`config.mk`:
```
export PLATFORM = sky130hd
export DESIGN_NAME = discovery_frame_classifier_flat
export DESIGN_NICKNAME = d
export VERILOG_FILES = /design/src/design/dfc_pkg.sv /design/src/design/dfc_channels.sv /design/src/design/dfc_frame_track.sv /design/src/design/dfc_classify.sv /design/src/design/discovery_frame_classifier.sv /design/src/flat_wrapper.sv
export SDC_FILE = /design/constraint.sdc
export NUM_CORES = 1
export LEC_CHECK = 0
export BUFFER_PORTS_ARGS = -buffer_cell sky130_fd_sc_hd__buf_4
export CAP_MARGIN = 40
export CORE_UTILIZATION = 30
export CTS_BUF_LIST = sky130_fd_sc_hd__clkbuf_16
export CTS_CLUSTER_SIZE = 8
export DETAILED_ROUTE_END_ITERATION = 8
export SYNTH_ARGS = -nofsm -noshare
export SYNTH_HDL_FRONTEND = slang
export SYNTH_HIERARCHICAL = 1
export SYNTH_SLANG_ARGS = --single-unit
```
`constraint.sdc`:
```
create_clock -name clk -period 5 [get_ports clk]
set_input_delay 0 -clock clk [delete_from_list [all_inputs] [get_ports clk]]
set_output_delay 0 -clock clk [all_outputs]
set_load 0.01 [all_outputs]
```
`src/design/dfc_pkg.sv`:
```
// Shared types, constants and pattern tables of the discovery frame classifier.
// Depends on nothing; every other design file refers to it by scoped names.
`default_nettype none

package dfc_pkg;

    // Widths of the word fields.
    localparam int BYTE_W   = 8;
    localparam int CLASS_W  = 4;
    localparam int OFFSET_W = 5;
    localparam int LENGTH_W = 11;
    localparam int COUNT_W  = 32;
    localparam int LENF_W   = 16;
    localparam int NUM_GRP  = 3;
    localparam int HDR_W    = 5;

    // Frame byte limit; shorter frames are counted exactly, frames this long or longer saturate the count.
    localparam int MAX_FRAME_BYTES = 2048;
    localparam int LEN_CAP_INT     = (MAX_FRAME_BYTES - 1 < 2047) ? (MAX_FRAME_BYTES - 1) : 2047;
    localparam logic [LENGTH_W-1:0] LEN_CAP = LENGTH_W'(LEN_CAP_INT);

    // Byte positions of the header fields.
    localparam logic [LENGTH_W-1:0] POS_MAC_END  = LENGTH_W'(6);
    localparam logic [LENGTH_W-1:0] POS_TYPE_HI  = LENGTH_W'(12);
    localparam logic [LENGTH_W-1:0] POS_TYPE_LO  = LENGTH_W'(13);
    localparam logic [LENGTH_W-1:0] POS_LLC      = LENGTH_W'(14);
    localparam logic [LENGTH_W-1:0] POS_SNAP     = LENGTH_W'(17);
    localparam logic [LENGTH_W-1:0] POS_SNAP_END = LENGTH_W'(22);

    // Payload offsets reported with the result.
    localparam logic [OFFSET_W-1:0] OFF_ETH  = OFFSET_W'(12);
    localparam logic [OFFSET_W-1:0] OFF_LLC  = OFFSET_W'(14);
    localparam logic [OFFSET_W-1:0] OFF_SNAP = OFFSET_W'(22);

    // Header flag bits.
    localparam int HDR_TYPE = 0;
    localparam int HDR_LLC  = 1;
    localparam int HDR_SNAP = 2;

    typedef enum logic [CLASS_W-1:0] {
        CLS_CDP          = 4'd0,
        CLS_EDP          = 4'd1,
        CLS_LLDP_SNAP    = 4'd2,
        CLS_LLDP_ETH     = 4'd3,
        CLS_ICMP         = 4'd4,
        CLS_OTHER        = 4'd5,
        CLS_INCOMPLETE   = 4'd6,
        CLS_UNKNOWN_LLC  = 4'd7,
        CLS_UNKNOWN_SNAP = 4'd8
    } frame_class_t;

    // Group destination addresses: CDP, EDP, LLDP.
    localparam logic [BYTE_W-1:0] MAC_PAT [NUM_GRP][6] = '{
        '{8'h01, 8'h00, 8'h0c, 8'hcc, 8'hcc, 8'hcc},
        '{8'h00, 8'he0, 8'h2b, 8'h00, 8'h00, 8'h00},
        '{8'h01, 8'h80, 8'hc2, 8'h00, 8'h00, 8'h0e}
    };
    localparam logic [BYTE_W-1:0] TYPE_PAT [2] = '{8'h88, 8'hcc};
    localparam logic [BYTE_W-1:0] LLC_PAT [3]  = '{8'haa, 8'haa, 8'h03};
    localparam logic [BYTE_W-1:0] SNAP_PAT [NUM_GRP][5] = '{
        '{8'h00, 8'h00, 8'h0c, 8'h20, 8'h00},
        '{8'h00, 8'he0, 8'h2b, 8'h00, 8'hbb},
        '{8'h00, 8'h00, 8'h00, 8'h88, 8'hcc}
    };

    // Frame status after the current word has been taken into account.
    typedef struct packed {
        logic [LENGTH_W-1:0] count;
        logic [LENF_W-1:0]   length_field;
        logic [NUM_GRP-1:0]  mac_flags;
        logic [HDR_W-1:0]    hdr_flags;
    } frame_status_t;

    // Verdict of the classifier for a finished frame.
    typedef struct packed {
        frame_class_t        frame_class;
        logic [OFFSET_W-1:0] payload_offset;
        logic                counted;
    } verdict_t;

endpackage

`default_nettype wire

```
`src/design/dfc_channels.sv`:
```
// Handshake channels of the discovery frame classifier: frame bytes in, verdicts out.
// Depends on dfc_pkg for the field widths.
`default_nettype none

interface dfc_byte_if;
    logic                       valid;
    logic                       ready;
    logic [dfc_pkg::BYTE_W-1:0] data_byte;
    logic                       last_byte;
    logic                       icmp_reply;

    modport source (output valid, output data_byte, output last_byte, output icmp_reply,
                    input ready);
    modport sink   (input valid, input data_byte, input last_byte, input icmp_reply,
                    output ready);
endinterface

interface dfc_result_if;
    logic                         valid;
    logic                         ready;
    logic [dfc_pkg::CLASS_W-1:0]  frame_class;
    logic [dfc_pkg::OFFSET_W-1:0] payload_offset;
    logic [dfc_pkg::LENGTH_W-1:0] frame_length;
    logic [dfc_pkg::COUNT_W-1:0]  accepted_count;

    modport source (output valid, output frame_class, output payload_offset,
                    output frame_length, output accepted_count, input ready);
    modport sink   (input valid, input frame_class, input payload_offset,
                    input frame_length, input accepted_count, output ready);
endinterface

`default_nettype wire

```
`src/design/dfc_frame_track.sv`:
```
// Per-frame tracking: byte count, length field and pattern match flags.
// Depends on dfc_pkg for the pattern tables and the status struct.
`default_nettype none

module dfc_frame_track
#(
    parameter int MAX_FRAME_BYTES = dfc_pkg::MAX_FRAME_BYTES
)
(
    input  wire logic                       clk,
    input  wire logic                       rst_n,
    input  wire logic                       take,
    input  wire logic [dfc_pkg::BYTE_W-1:0] data_byte,
    input  wire logic                       last_byte,
    output dfc_pkg::frame_status_t          status
);

    // The byte count stops one short of the frame limit, and never beyond its own width.
    localparam int LEN_TOP = (1 << dfc_pkg::LENGTH_W) - 1;
    localparam logic [dfc_pkg::LENGTH_W-1:0] LEN_CAP =
        dfc_pkg::LENGTH_W'((MAX_FRAME_BYTES - 1 < LEN_TOP) ? (MAX_FRAME_BYTES - 1) : LEN_TOP);

    logic [dfc_pkg::LENGTH_W-1:0] pos_reg;
    logic [dfc_pkg::LENF_W-1:0]   len_reg;
    logic [dfc_pkg::NUM_GRP-1:0]  mac_reg;
    logic [dfc_pkg::HDR_W-1:0]    hdr_reg;

    logic [dfc_pkg::LENGTH_W-1:0] pos_next;
    logic [dfc_pkg::LENF_W-1:0]   len_next;
    logic [dfc_pkg::NUM_GRP-1:0]  mac_next;
    logic [dfc_pkg::HDR_W-1:0]    hdr_next;
    logic [2:0]                   mac_idx;
    logic [1:0]                   llc_idx;
    logic [2:0]                   snap_idx;

    always_comb
    begin
        mac_idx  = pos_reg[2:0];
        llc_idx  = 2'(pos_reg - dfc_pkg::POS_LLC);
        snap_idx = 3'(pos_reg - dfc_pkg::POS_SNAP);
        mac_next = mac_reg;
        hdr_next = hdr_reg;
        len_next = len_reg;

        if (pos_reg < dfc_pkg::POS_MAC_END)
        begin
            for (int k = 0; k < dfc_pkg::NUM_GRP; k++)
            begin
                if (data_byte != dfc_pkg::MAC_PAT[k][mac_idx])
                    mac_next[k] = 1'b0;
            end
        end
        else if (pos_reg == dfc_pkg::POS_TYPE_HI || pos_reg == dfc_pkg::POS_TYPE_LO)
        begin
            len_next = {len_reg[dfc_pkg::BYTE_W-1:0], data_byte};
            if (data_byte != dfc_pkg::TYPE_PAT[pos_reg[0]])
                hdr_next[dfc_pkg::HDR_TYPE] = 1'b0;
        end
        else if (pos_reg >= dfc_pkg::POS_LLC && pos_reg < dfc_pkg::POS_SNAP)
        begin
            if (data_byte != dfc_pkg::LLC_PAT[llc_idx])
                hdr_next[dfc_pkg::HDR_LLC] = 1'b0;
        end
        else if (pos_reg >= dfc_pkg::POS_SNAP && pos_reg < dfc_pkg::POS_SNAP_END)
        begin
            for (int k = 0; k < dfc_pkg::NUM_GRP; k++)
            begin
                if (data_byte != dfc_pkg::SNAP_PAT[k][snap_idx])
                    hdr_next[dfc_pkg::HDR_SNAP + k] = 1'b0;
            end
        end

        if (pos_reg < LEN_CAP)
            pos_next = pos_reg + 1'b1;
        else
            pos_next = pos_reg;

        status.count        = pos_next;
        status.length_field = len_next;
        status.mac_flags    = mac_next;
        status.hdr_flags    = hdr_next;
    end

    // The status of a frame returns to its start values once its last byte is taken.
    always_ff @(posedge clk or negedge rst_n)
    begin
        if (!rst_n)
        begin
            pos_reg <= '0;
            len_reg <= '0;
            mac_reg <= '1;
            hdr_reg <= '1;
        end
        else if (take)
        begin
            if (last_byte)
            begin
                pos_reg <= '0;
                len_reg <= '0;
                mac_reg <= '1;
                hdr_reg <= '1;
            end
            else
            begin
                pos_reg <= pos_next;
                len_reg <= len_next;
                mac_reg <= mac_next;
                hdr_reg <= hdr_next;
            end
        end
    end

endmodule

`default_nettype wire

```
`src/design/dfc_classify.sv`:
```
// Classification of a finished frame from its match flags and byte count.
// Depends on dfc_pkg for the status and verdict structs and the class codes.
`default_nettype none

module dfc_classify
(
    input  wire dfc_pkg::frame_status_t status,
    input  wire logic                  icmp_reply,
    output dfc_pkg::verdict_t          verdict
);

    logic                        grp_hit;
    logic [1:0]                  grp;
    logic [dfc_pkg::LENF_W-1:0]  count_ext;
    logic                        len_ok;
    logic                        snap_ok;

    always_comb
    begin
        grp_hit = 1'b0;
        grp     = 2'd0;
        if (status.count >= dfc_pkg::POS_MAC_END)
        begin
            if (status.mac_flags[0])
            begin
                grp_hit = 1'b1;
                grp     = 2'd0;
            end
            else if (status.mac_flags[1])
            begin
                grp_hit = 1'b1;
                grp     = 2'd1;
            end
            else if (status.mac_flags[2])
            begin
                grp_hit = 1'b1;
                grp     = 2'd2;
            end
        end

        count_ext = dfc_pkg::LENF_W'(status.count);
        len_ok    = (status.count >= dfc_pkg::POS_LLC) &&
                    (status.length_field == count_ext - dfc_pkg::LENF_W'(14));
        snap_ok   = (status.count >= dfc_pkg::POS_SNAP_END) &&
                    status.hdr_flags[dfc_pkg::HDR_SNAP + 32'(grp)];

        if (!grp_hit)
        begin
            verdict.frame_class    = icmp_reply ? dfc_pkg::CLS_ICMP : dfc_pkg::CLS_OTHER;
            verdict.payload_offset = dfc_pkg::OFF_ETH;
        end
        else if (grp == 2'd2 && status.count >= dfc_pkg::POS_LLC &&
                 status.hdr_flags[dfc_pkg::HDR_TYPE])
        begin
            verdict.frame_class    = dfc_pkg::CLS_LLDP_ETH;
            verdict.payload_offset = dfc_pkg::OFF_LLC;
        end
        else if (!len_ok)
        begin
            verdict.frame_class    = dfc_pkg::CLS_INCOMPLETE;
            verdict.payload_offset = dfc_pkg::OFF_LLC;
        end
        else if (status.count < dfc_pkg::POS_SNAP || !status.hdr_flags[dfc_pkg::HDR_LLC])
        begin
            verdict.frame_class    = dfc_pkg::CLS_UNKNOWN_LLC;
            verdict.payload_offset = dfc_pkg::OFF_LLC;
        end
        else
        begin
            verdict.payload_offset = dfc_pkg::OFF_SNAP;
            if (snap_ok)
                verdict.frame_class = dfc_pkg::frame_class_t'({2'b00, grp});
            else
                verdict.frame_class = dfc_pkg::CLS_UNKNOWN_SNAP;
        end

        verdict.counted = (verdict.frame_class <= dfc_pkg::CLS_OTHER);
    end

endmodule

`default_nettype wire

```
`src/design/discovery_frame_classifier.sv`:
```
// Top level of the discovery frame classifier: byte tracking, classification,
// frame counter and result register. Depends on dfc_pkg and dfc_channels.
//
// Use: frame bytes arrive on the frame channel, one byte per word, starting at
// the destination MAC, with last_byte high on the final byte and icmp_reply
// sampled with it. Exactly one result word leaves on the result channel for
// each frame, carrying the class, the payload offset, the byte count
// (saturating at 2047) and the running count of accepted frames, which skips
// zero when it wraps.
// Throughput is one byte per cycle unless a last byte must wait: matching a
// byte is a single compare against fixed patterns between the tracking and
// result registers. Each result shows the cycle after its last byte is taken.
// Reset clears the frame tracking state, the frame counter and the valid flag
// of the result register; no result is pending afterwards.
// While the receiver stalls, bytes that are not last keep being accepted;
// only a last byte waits until the result register is free or being taken.
`default_nettype none

module discovery_frame_classifier
#(
    parameter int MAX_FRAME_BYTES = dfc_pkg::MAX_FRAME_BYTES
)
(
    input  wire logic       clk,
    input  wire logic       rst_n,
    dfc_byte_if.sink        frame,
    dfc_result_if.source    result
);

    logic                   take;
    logic                   finish;
    dfc_pkg::frame_status_t status;
    dfc_pkg::verdict_t      verdict;

    logic [dfc_pkg::COUNT_W-1:0]  counter_reg;
    logic [dfc_pkg::COUNT_W-1:0]  counter_next;
    logic                         valid_reg;
    logic [dfc_pkg::CLASS_W-1:0]  class_reg;
    logic [dfc_pkg::OFFSET_W-1:0] offset_reg;
    logic [dfc_pkg::LENGTH_W-1:0] length_reg;

    // A last byte needs room in the result register; other bytes never do.
    assign frame.ready = !valid_reg || result.ready || !frame.last_byte;
    assign take        = frame.valid && frame.ready;
    assign finish      = take && frame.last_byte;

    dfc_frame_track
    #(
        .MAX_FRAME_BYTES (MAX_FRAME_BYTES)
    )
    u_track
    (
        .clk       (clk),
        .rst_n     (rst_n),
        .take      (take),
        .data_byte (frame.data_byte),
        .last_byte (frame.last_byte),
        .status    (status)
    );

    dfc_classify u_classify
    (
        .status     (status),
        .icmp_reply (frame.icmp_reply),
        .verdict    (verdict)
    );

    // The counter never returns to zero: it wraps from all ones to one.
    always_comb
    begin
        if (!verdict.counted)
            counter_next = counter_reg;
        else if (counter_reg == '1)
            counter_next = dfc_pkg::COUNT_W'(1);
        else
            counter_next = counter_reg + 1'b1;
    end

    always_ff @(posedge clk or negedge rst_n)
    begin
        if (!rst_n)
        begin
            counter_reg <= '0;
            valid_reg   <= 1'b0;
        end
        else
        begin
            if (finish)
            begin
                counter_reg <= counter_next;
                valid_reg   <= 1'b1;
            end
            else if (result.ready)
            begin
                valid_reg <= 1'b0;
            end
        end
    end

    always_ff @(posedge clk)
    begin
        if (finish)
        begin
            class_reg  <= verdict.frame_class;
            offset_reg <= verdict.payload_offset;
            length_reg <= status.count;
        end
    end

    assign result.valid          = valid_reg;
    assign result.frame_class    = class_reg;
    assign result.payload_offset = offset_reg;
    assign result.frame_length   = length_reg;
    assign result.accepted_count = counter_reg;

endmodule

`default_nettype wire
```
`src/flat_wrapper.sv`:
```
// flat-port wrapper written by rule: the top's interface ports become plain ports
module discovery_frame_classifier_flat 
#(
    parameter int MAX_FRAME_BYTES = dfc_pkg::MAX_FRAME_BYTES
)
  (clk, rst_n, frame_valid, frame_data_byte, frame_last_byte, frame_icmp_reply, frame_ready, result_valid, result_frame_class, result_payload_offset, result_frame_length, result_accepted_count, result_ready);
  dfc_byte_if frame_i ();
  dfc_result_if result_i ();
  input  wire logic clk;
  input  wire logic rst_n;
  input wire logic [$bits(frame_i.valid)-1:0] frame_valid;
  input wire logic [$bits(frame_i.data_byte)-1:0] frame_data_byte;
  input wire logic [$bits(frame_i.last_byte)-1:0] frame_last_byte;
  input wire logic [$bits(frame_i.icmp_reply)-1:0] frame_icmp_reply;
  output wire logic [$bits(frame_i.ready)-1:0] frame_ready;
  output wire logic [$bits(result_i.valid)-1:0] result_valid;
  output wire logic [$bits(result_i.frame_class)-1:0] result_frame_class;
  output wire logic [$bits(result_i.payload_offset)-1:0] result_payload_offset;
  output wire logic [$bits(result_i.frame_length)-1:0] result_frame_length;
  output wire logic [$bits(result_i.accepted_count)-1:0] result_accepted_count;
  input wire logic [$bits(result_i.ready)-1:0] result_ready;
  assign frame_i.valid = frame_valid;
  assign frame_i.data_byte = frame_data_byte;
  assign frame_i.last_byte = frame_last_byte;
  assign frame_i.icmp_reply = frame_icmp_reply;
  assign frame_ready = frame_i.ready;
  assign result_valid = result_i.valid;
  assign result_frame_class = result_i.frame_class;
  assign result_payload_offset = result_i.payload_offset;
  assign result_frame_length = result_i.frame_length;
  assign result_accepted_count = result_i.accepted_count;
  assign result_i.ready = result_ready;
  discovery_frame_classifier #(.MAX_FRAME_BYTES(MAX_FRAME_BYTES)) u_core (.clk(clk), .rst_n(rst_n), .frame(frame_i), .result(result_i));
endmodule
```
; ---- Yosys cells after proc, flatten, opt, wreduce, memory -nomap -nowiden
; Memories as Yosys holds them, arrays and structs flattened.
; Index checks and enable logic that the tools add are counted.
[classes]
addsub = 6
multipliers = 0
div = 0
order_cmp = 16
eq_ne = 13
shifts = 0
muxes = 59
bitwise = 6
n_reduce_logical = 18
[op_table]
columns = op, count
row1 = 8-bit two-way mux, 16
row2 = 8-bit inequality test, 8
row3 = 16-bit two-way mux, 3
row4 = 9-bit two-way mux, 4
row5 = 11-bit by 5-bit less-than comparator with 1-bit output (second input constant), 3
row6 = 32-bit by 1-bit adder with 32-bit output (second input constant), 1
row7 = 32-bit == test (second input constant), 1
row8 = 32-bit two-way mux, 1
row9 = 11-bit by 4-bit == test with 1-bit output (second input constant), 2
row10 = 11-bit by 4-bit greater-or-equal comparator with 1-bit output (second input constant), 2
row11 = 11-bit by 5-bit greater-or-equal comparator with 1-bit output (second input constant), 2
row12 = 11-bit two-way mux, 2
row13 = 1-bit two-way mux, 18
row14 = 8-bit binary-select mux with 2-bit select, 1
row15 = 16-bit == test, 1
row16 = 3-bit two-way mux, 4
row17 = 11-bit by 4-bit subtractor with 12-bit output (second input constant), 1
row18 = 11-bit by 1-bit adder with 11-bit output (second input constant), 1
row19 = 11-bit by 3-bit greater-or-equal comparator with 1-bit output (second input constant), 1
row20 = 11-bit less-than comparator (second input constant), 1
row21 = 11-bit by 3-bit less-than comparator with 1-bit output (second input constant), 1
row22 = 5-bit two-way mux, 2
row23 = 4-bit greater-or-equal comparator (second input constant), 2
row24 = 1-bit logical AND, 8
row25 = other kinds (21), 32
[totals]
regBits = 88
latchBits = 0
ramBits = 0
rom_bits = 384
inputBits = 14
out_inout_bits = 54
wordCells = 134
memories = 6
[memory_table]
columns = name, depth, width, rd, rd_clocked_by_memory_dff, write_ports, line_no
row1 = (no name shown), 8, 8, 1, 0, 0, dfc_frame_track.sv:68  ; if (data_byte != dfc_pkg::SNAP_PAT[k][snap_idx])
row2 = (no name shown), 8, 8, 1, 0, 0, dfc_frame_track.sv:68
row3 = (no name shown), 8, 8, 1, 0, 0, dfc_frame_track.sv:68
row4 = (no name shown), 8, 8, 1, 0, 0, dfc_frame_track.sv:49  ; if (data_byte != dfc_pkg::MAC_PAT[k][mac_idx])
row5 = (no name shown), 8, 8, 1, 0, 0, dfc_frame_track.sv:49
row6 = (no name shown), 8, 8, 1, 0, 0, dfc_frame_track.sv:49

; ---- Logic depth before layout (Yosys ltp)
[depth]
word_depth = 22
ltp_mapped = 20
depth_no_buf = 16

; ---- By module
; The synthesis kept the hierarchy.
[by_module_without_submodules]
columns = mod, instances, cells_per_inst, area_each_um2, seq_area_each_um2
row1 = dfc_frame_track, 1, 361, 2920.3, 885.8
row2 = discovery_frame_classifier, 1, 198, 2318.5, 1426.4
row3 = dfc_classify, 1, 105, 737.0, 0.0

; ---- Least setup slack after synthesis
; No wires, ideal clock.
[synth_timing]
path_type = register -> register
startpoint = register u_core/u_track/pos_reg[1] in the netlist's numbering
endpoint = register u_core.counter_reg, in the netlist u_core/result.accepted_count[29]
setup_ps = 77
t_arrival_ps = 4663
t_required_ps = 4923
path_slack_ps = 259
path_stages_with_launch = 17
n_path_buf = 2
synth_period_minus_slack_ps = 4741
path_cell_list = dfrtp_1 > buf_2 > inv_1 > ha_1 > nand2b_1 > ha_1 > a2111oi_0 > xnor2_1 > o21ai_0 > nor4_4 > nand3_2 > o31ai_1 > nand4_2 > or4_4 > buf_6 > or4_1 > a21oi_1
[synth_rtl]
columns = element, line_no
row1 = start: declaration, dfc_frame_track.sv:23  ; logic [dfc_pkg::LENGTH_W-1:0] pos_reg;
row2 = start signal: assignment, dfc_frame_track.sv:105  ; pos_reg <= pos_next;
row3 = end signal: assignment, discovery_frame_classifier.sv:90  ; counter_reg <= counter_next;
row4 = end: declaration, discovery_frame_classifier.sv:35  ; logic [dfc_pkg::COUNT_W-1:0] counter_reg;

==> run metrics <==
Final Hold Fails 0; Peak Freq 210 MHz; most frequent cells in the layout 95 x sky130_fd_sc_hd__nand2_1, 94 x sky130_fd_sc_hd__buf_4, 57 x sky130_fd_sc_hd__dfrtp_1, 41 x sky130_fd_sc_hd__nor2_1, 36 x sky130_fd_sc_hd__xnor2_1; worst slew margin relative to its limit 49.8%; total global routing track utilization about 16%; Syn. warnings 6; total non-filler cell area in the finished layout 7200 sq um; sequential-to-total area share from yosys stat 38.7%; Fillers roughly 2000; max-slew violations 0; initial antenna violation count 0; die area 20500 sq um; register bit count reported by yosys ~90; latest clock arrival within the worst-skew pair 0.35 ns; number of antenna diodes 0; GRT overflow 0; pwr dens 320 nW/um^2; antenna viol nets, final 0; via density per instance 5.27; Total Wirelength roughly 16 mm; CTS tree yes; synthesized-area fraction occupied by ao, oa, aoi and oai cells 16.1%; sequential share of power 39.7%; starting density of the core between 30% and 40%; worst setup path category flop to flop; initial detailed-routing violation count about 260; vias in the first global route 4962; leak pwr 2.90 nW; Pwr Total 0.00231 W; clock root buffer master sky130_fd_sc_hd__clkbuf_16; sink count of the clock tree 88; Logic pwr share a little under a third; Cell variety after synth 77; total negative setup slack 0 ns; # port buffers between 60 and 70; largest fanout on the critical path 12; share of cell area taken by muxes after synthesis 1.07%; Int Power 0.00150 W; Num CTS Buffers 9; net switching power of the design 0.000806 W; Synth Area in XOR/XNOR 6.60%; combinational family with the most area after synthesis simple AND/OR/NAND/NOR gates; Reg clk slew, reported paths approximately 0.060 ns; type of the most critical hold path primary input to flop; actual transition at the worst max-transition pin roughly 0.75 ns; most frequent standard cell in the layout excluding fill and tap cells sky130_fd_sc_hd__nand2_1; Worst Clk Skew 0.00847 ns; number of design rule violations left after detail routing 0; wire length of the first global-routing pass 26.2 mm; Std-Cell Rows 51; Worst Path Required 5.27 ns; Synth async-reset ratio 77.3%; maximum clock insertion buffer count 2; layout-stage area growth over the synthesis result 20.5%; num ports 68; number of flip-flops under the largest register name 32; area after detailed placement approximately 6800 sq um; mean area per synthesized cell 9.00 sq um; H-tree level count 3; via count of the routed design 5287; synthesized instance count around 660; pin count of the biggest net entering global routing 42; kind of capture point of the worst setup path flop; Routed wire per std cell 16.1 um; Post-synth EDFFs 20; setup violators final 0; vertical die dimension 143 um; run status completed; element type at the critical path start flop; synthesized netlist net count approximately 690; layout cells sized above 1 22.3%; switching part of the total power 34.9%; clock share of power 28.4%; count of maximum capacitance violations 0; Die Width roughly 140 um; synthesized-area fraction occupied by and/or/nand/nor cells 29.3%; adder-cell area share of the yosys netlist 2.93%; first-pass iteration count of the detailed router 4; number of nets at the end of the flow 763; worst endpoint data arrival time 5.03 ns; largest voltage drop on the vdd net 0.204 mV; Period minus WS final 4.76 ns; share of the clock period used by the worst path 95.1%; routability cong. 0.876; post-layout util 37.0%; Post-synth top flop sky130_fd_sc_hd__dfrtp_1; area of the placeable core 19500 sq um; Final HPWL DP 11.8 mm; cell area after synthesis roughly 6000 sq um
through the flow:
step,worst slack [ns],std cells,hold slack [ns]
floorplan,0.259,664,-0.296
global placement,0.261,981,0.193
detailed placement,0.0934,984,-0.0362
CTS,0.0515,1001,0.00491
global route,-0.00762,1004,0.0333
finish,0.244,1004,0.0194
routing by layer:
metal,up-vias,wire (um),GRT usage [%]
li1,2552,-,-
met1,2568,7660,22.7
met2,150,7440,25.9
met3,17,809,2.58
met4,0,246,4.98
met5,-,0,0
worst max-delay path, cell delays in order (launching register included):
cell,delay (ns)
sky130_fd_sc_hd__dfrtp_2,0.45
sky130_fd_sc_hd__buf_4,0.16
sky130_fd_sc_hd__nand3_1,0.15
sky130_fd_sc_hd__nor3_1,0.44
sky130_fd_sc_hd__a21oi_1,0.13
sky130_fd_sc_hd__nor2_1,0.52
sky130_fd_sc_hd__nor2_1,0.15
sky130_fd_sc_hd__and3_4,0.22
sky130_fd_sc_hd__o21a_1,0.19
sky130_fd_sc_hd__o31ai_2,0.31
sky130_fd_sc_hd__nand3_2,0.17
sky130_fd_sc_hd__o31ai_1,0.28
sky130_fd_sc_hd__buf_4,0.21
sky130_fd_sc_hd__nand4_2,0.11
sky130_fd_sc_hd__or4_4,0.58
sky130_fd_sc_hd__or4_1,0.43
sky130_fd_sc_hd__a21oi_1,0.16
cell type report:
type	count	area, sq um	area share (%)
inverters	24	90.1	1.25
multi-input cells	513	3400	47.2
clock inverters	5	32.5	0.452
flip-flops and latches	88	2320	32.2
well taps	265	332	4.60
clock buffers	10	250	3.47
repair buffers	99	783	10.9
synthesized netlist by cell type (5+ instances only):
cell type / number / share of area (%)
sky130_fd_sc_hd__nand2_1: 95 / 6.0
sky130_fd_sc_hd__clkbuf_1: 19 / 1.2
sky130_fd_sc_hd__edfxtp_1: 20 / 10
sky130_fd_sc_hd__buf_2: 8 / 0.67
sky130_fd_sc_hd__nand4_1: 19 / 2.0
sky130_fd_sc_hd__and3_1: 12 / 1.3
sky130_fd_sc_hd__or3_1: 8 / 0.84
sky130_fd_sc_hd__nor4_1: 8 / 0.84
sky130_fd_sc_hd__dfrtp_1: 60 / 25
sky130_fd_sc_hd__xor2_1: 9 / 1.3
sky130_fd_sc_hd__o221ai_2: 10 / 2.5
sky130_fd_sc_hd__buf_6: 5 / 0.94
sky130_fd_sc_hd__and4_1: 6 / 0.88
sky130_fd_sc_hd__dfstp_2: 8 / 3.5
sky130_fd_sc_hd__nand3_1: 30 / 2.5
sky130_fd_sc_hd__and2_1: 7 / 0.73
sky130_fd_sc_hd__buf_4: 6 / 0.75
sky130_fd_sc_hd__inv_1: 24 / 1.5
sky130_fd_sc_hd__nor3_1: 22 / 1.8
sky130_fd_sc_hd__o21ai_0: 14 / 1.2
sky130_fd_sc_hd__ha_1: 14 / 2.9
sky130_fd_sc_hd__o211ai_1: 5 / 0.63
sky130_fd_sc_hd__nand2b_1: 21 / 2.2
sky130_fd_sc_hd__a31oi_1: 10 / 1.0
sky130_fd_sc_hd__nor2b_1: 16 / 1.7
sky130_fd_sc_hd__a21oi_1: 33 / 2.8
sky130_fd_sc_hd__or4_1: 7 / 0.88
sky130_fd_sc_hd__o31ai_1: 9 / 1.1
sky130_fd_sc_hd__nor2_1: 41 / 2.6
sky130_fd_sc_hd__xnor2_1: 36 / 5.3
sky130_fd_sc_hd__o221ai_1: 6 / 0.88
final timing paths:
path | depth (start not counted) | slack (ns) | endpoint | startpoint
min | 3 | 0.02 | u_core/u_track/len_reg[0] | frame_data_byte[0]
max in group asynchronous | 3 | 4.26 | u_core/u_track/mac_reg[2] | rst_n
min reg2reg | 2 | 0.50 | u_core/u_track/mac_reg[0] | u_core/u_track/mac_reg[0]
max | 16 | 0.24 | u_core/result.accepted_count[29] | u_core/u_track/pos_reg[0]
max reg2reg | 16 | 0.24 | u_core/result.accepted_count[29] | u_core/u_track/pos_reg[0]
min in group asynchronous | 2 | 0.12 | u_core/result.accepted_count[15] | rst_n
power groups by stage:
stage / registers [W] / logic [W] / clock network, W
2_1_floorplan: 0.000910 / 0.000490 / 0
3_3_place_gp: 0.000925 / 0.000705 / 0
3_5_place_dp: 0.000924 / 0.000719 / 0
4_1_cts: 0.000912 / 0.000724 / 0.000677
5_1_grt: 0.000928 / 0.000813 / 0.000699
6_report: 0.000914 / 0.000735 / 0.000656
cell families (layout without fill, tap and decap cells):
logic type | Yosys count | count (layout)
buffers and inverters | 63 | 138
other | 2 | 2
adder cells (fa/ha/maj) | 14 | 14
AO/OA/AOI/OAI | 126 | 126
flip-flops | 88 | 88
XOR/XNOR | 45 | 45
AND/OR/NAND/NOR | 320 | 320
multiplexers | 6 | 6
timing repair:
item                                   CTS  global route
hold buffers                             2             0
setup buffers                            0             3
setup endpoints to repair                0            16
endpoints found under the hold margin   61             0
resized for setup                        0            14
Power figures use the tool's default switching activity.
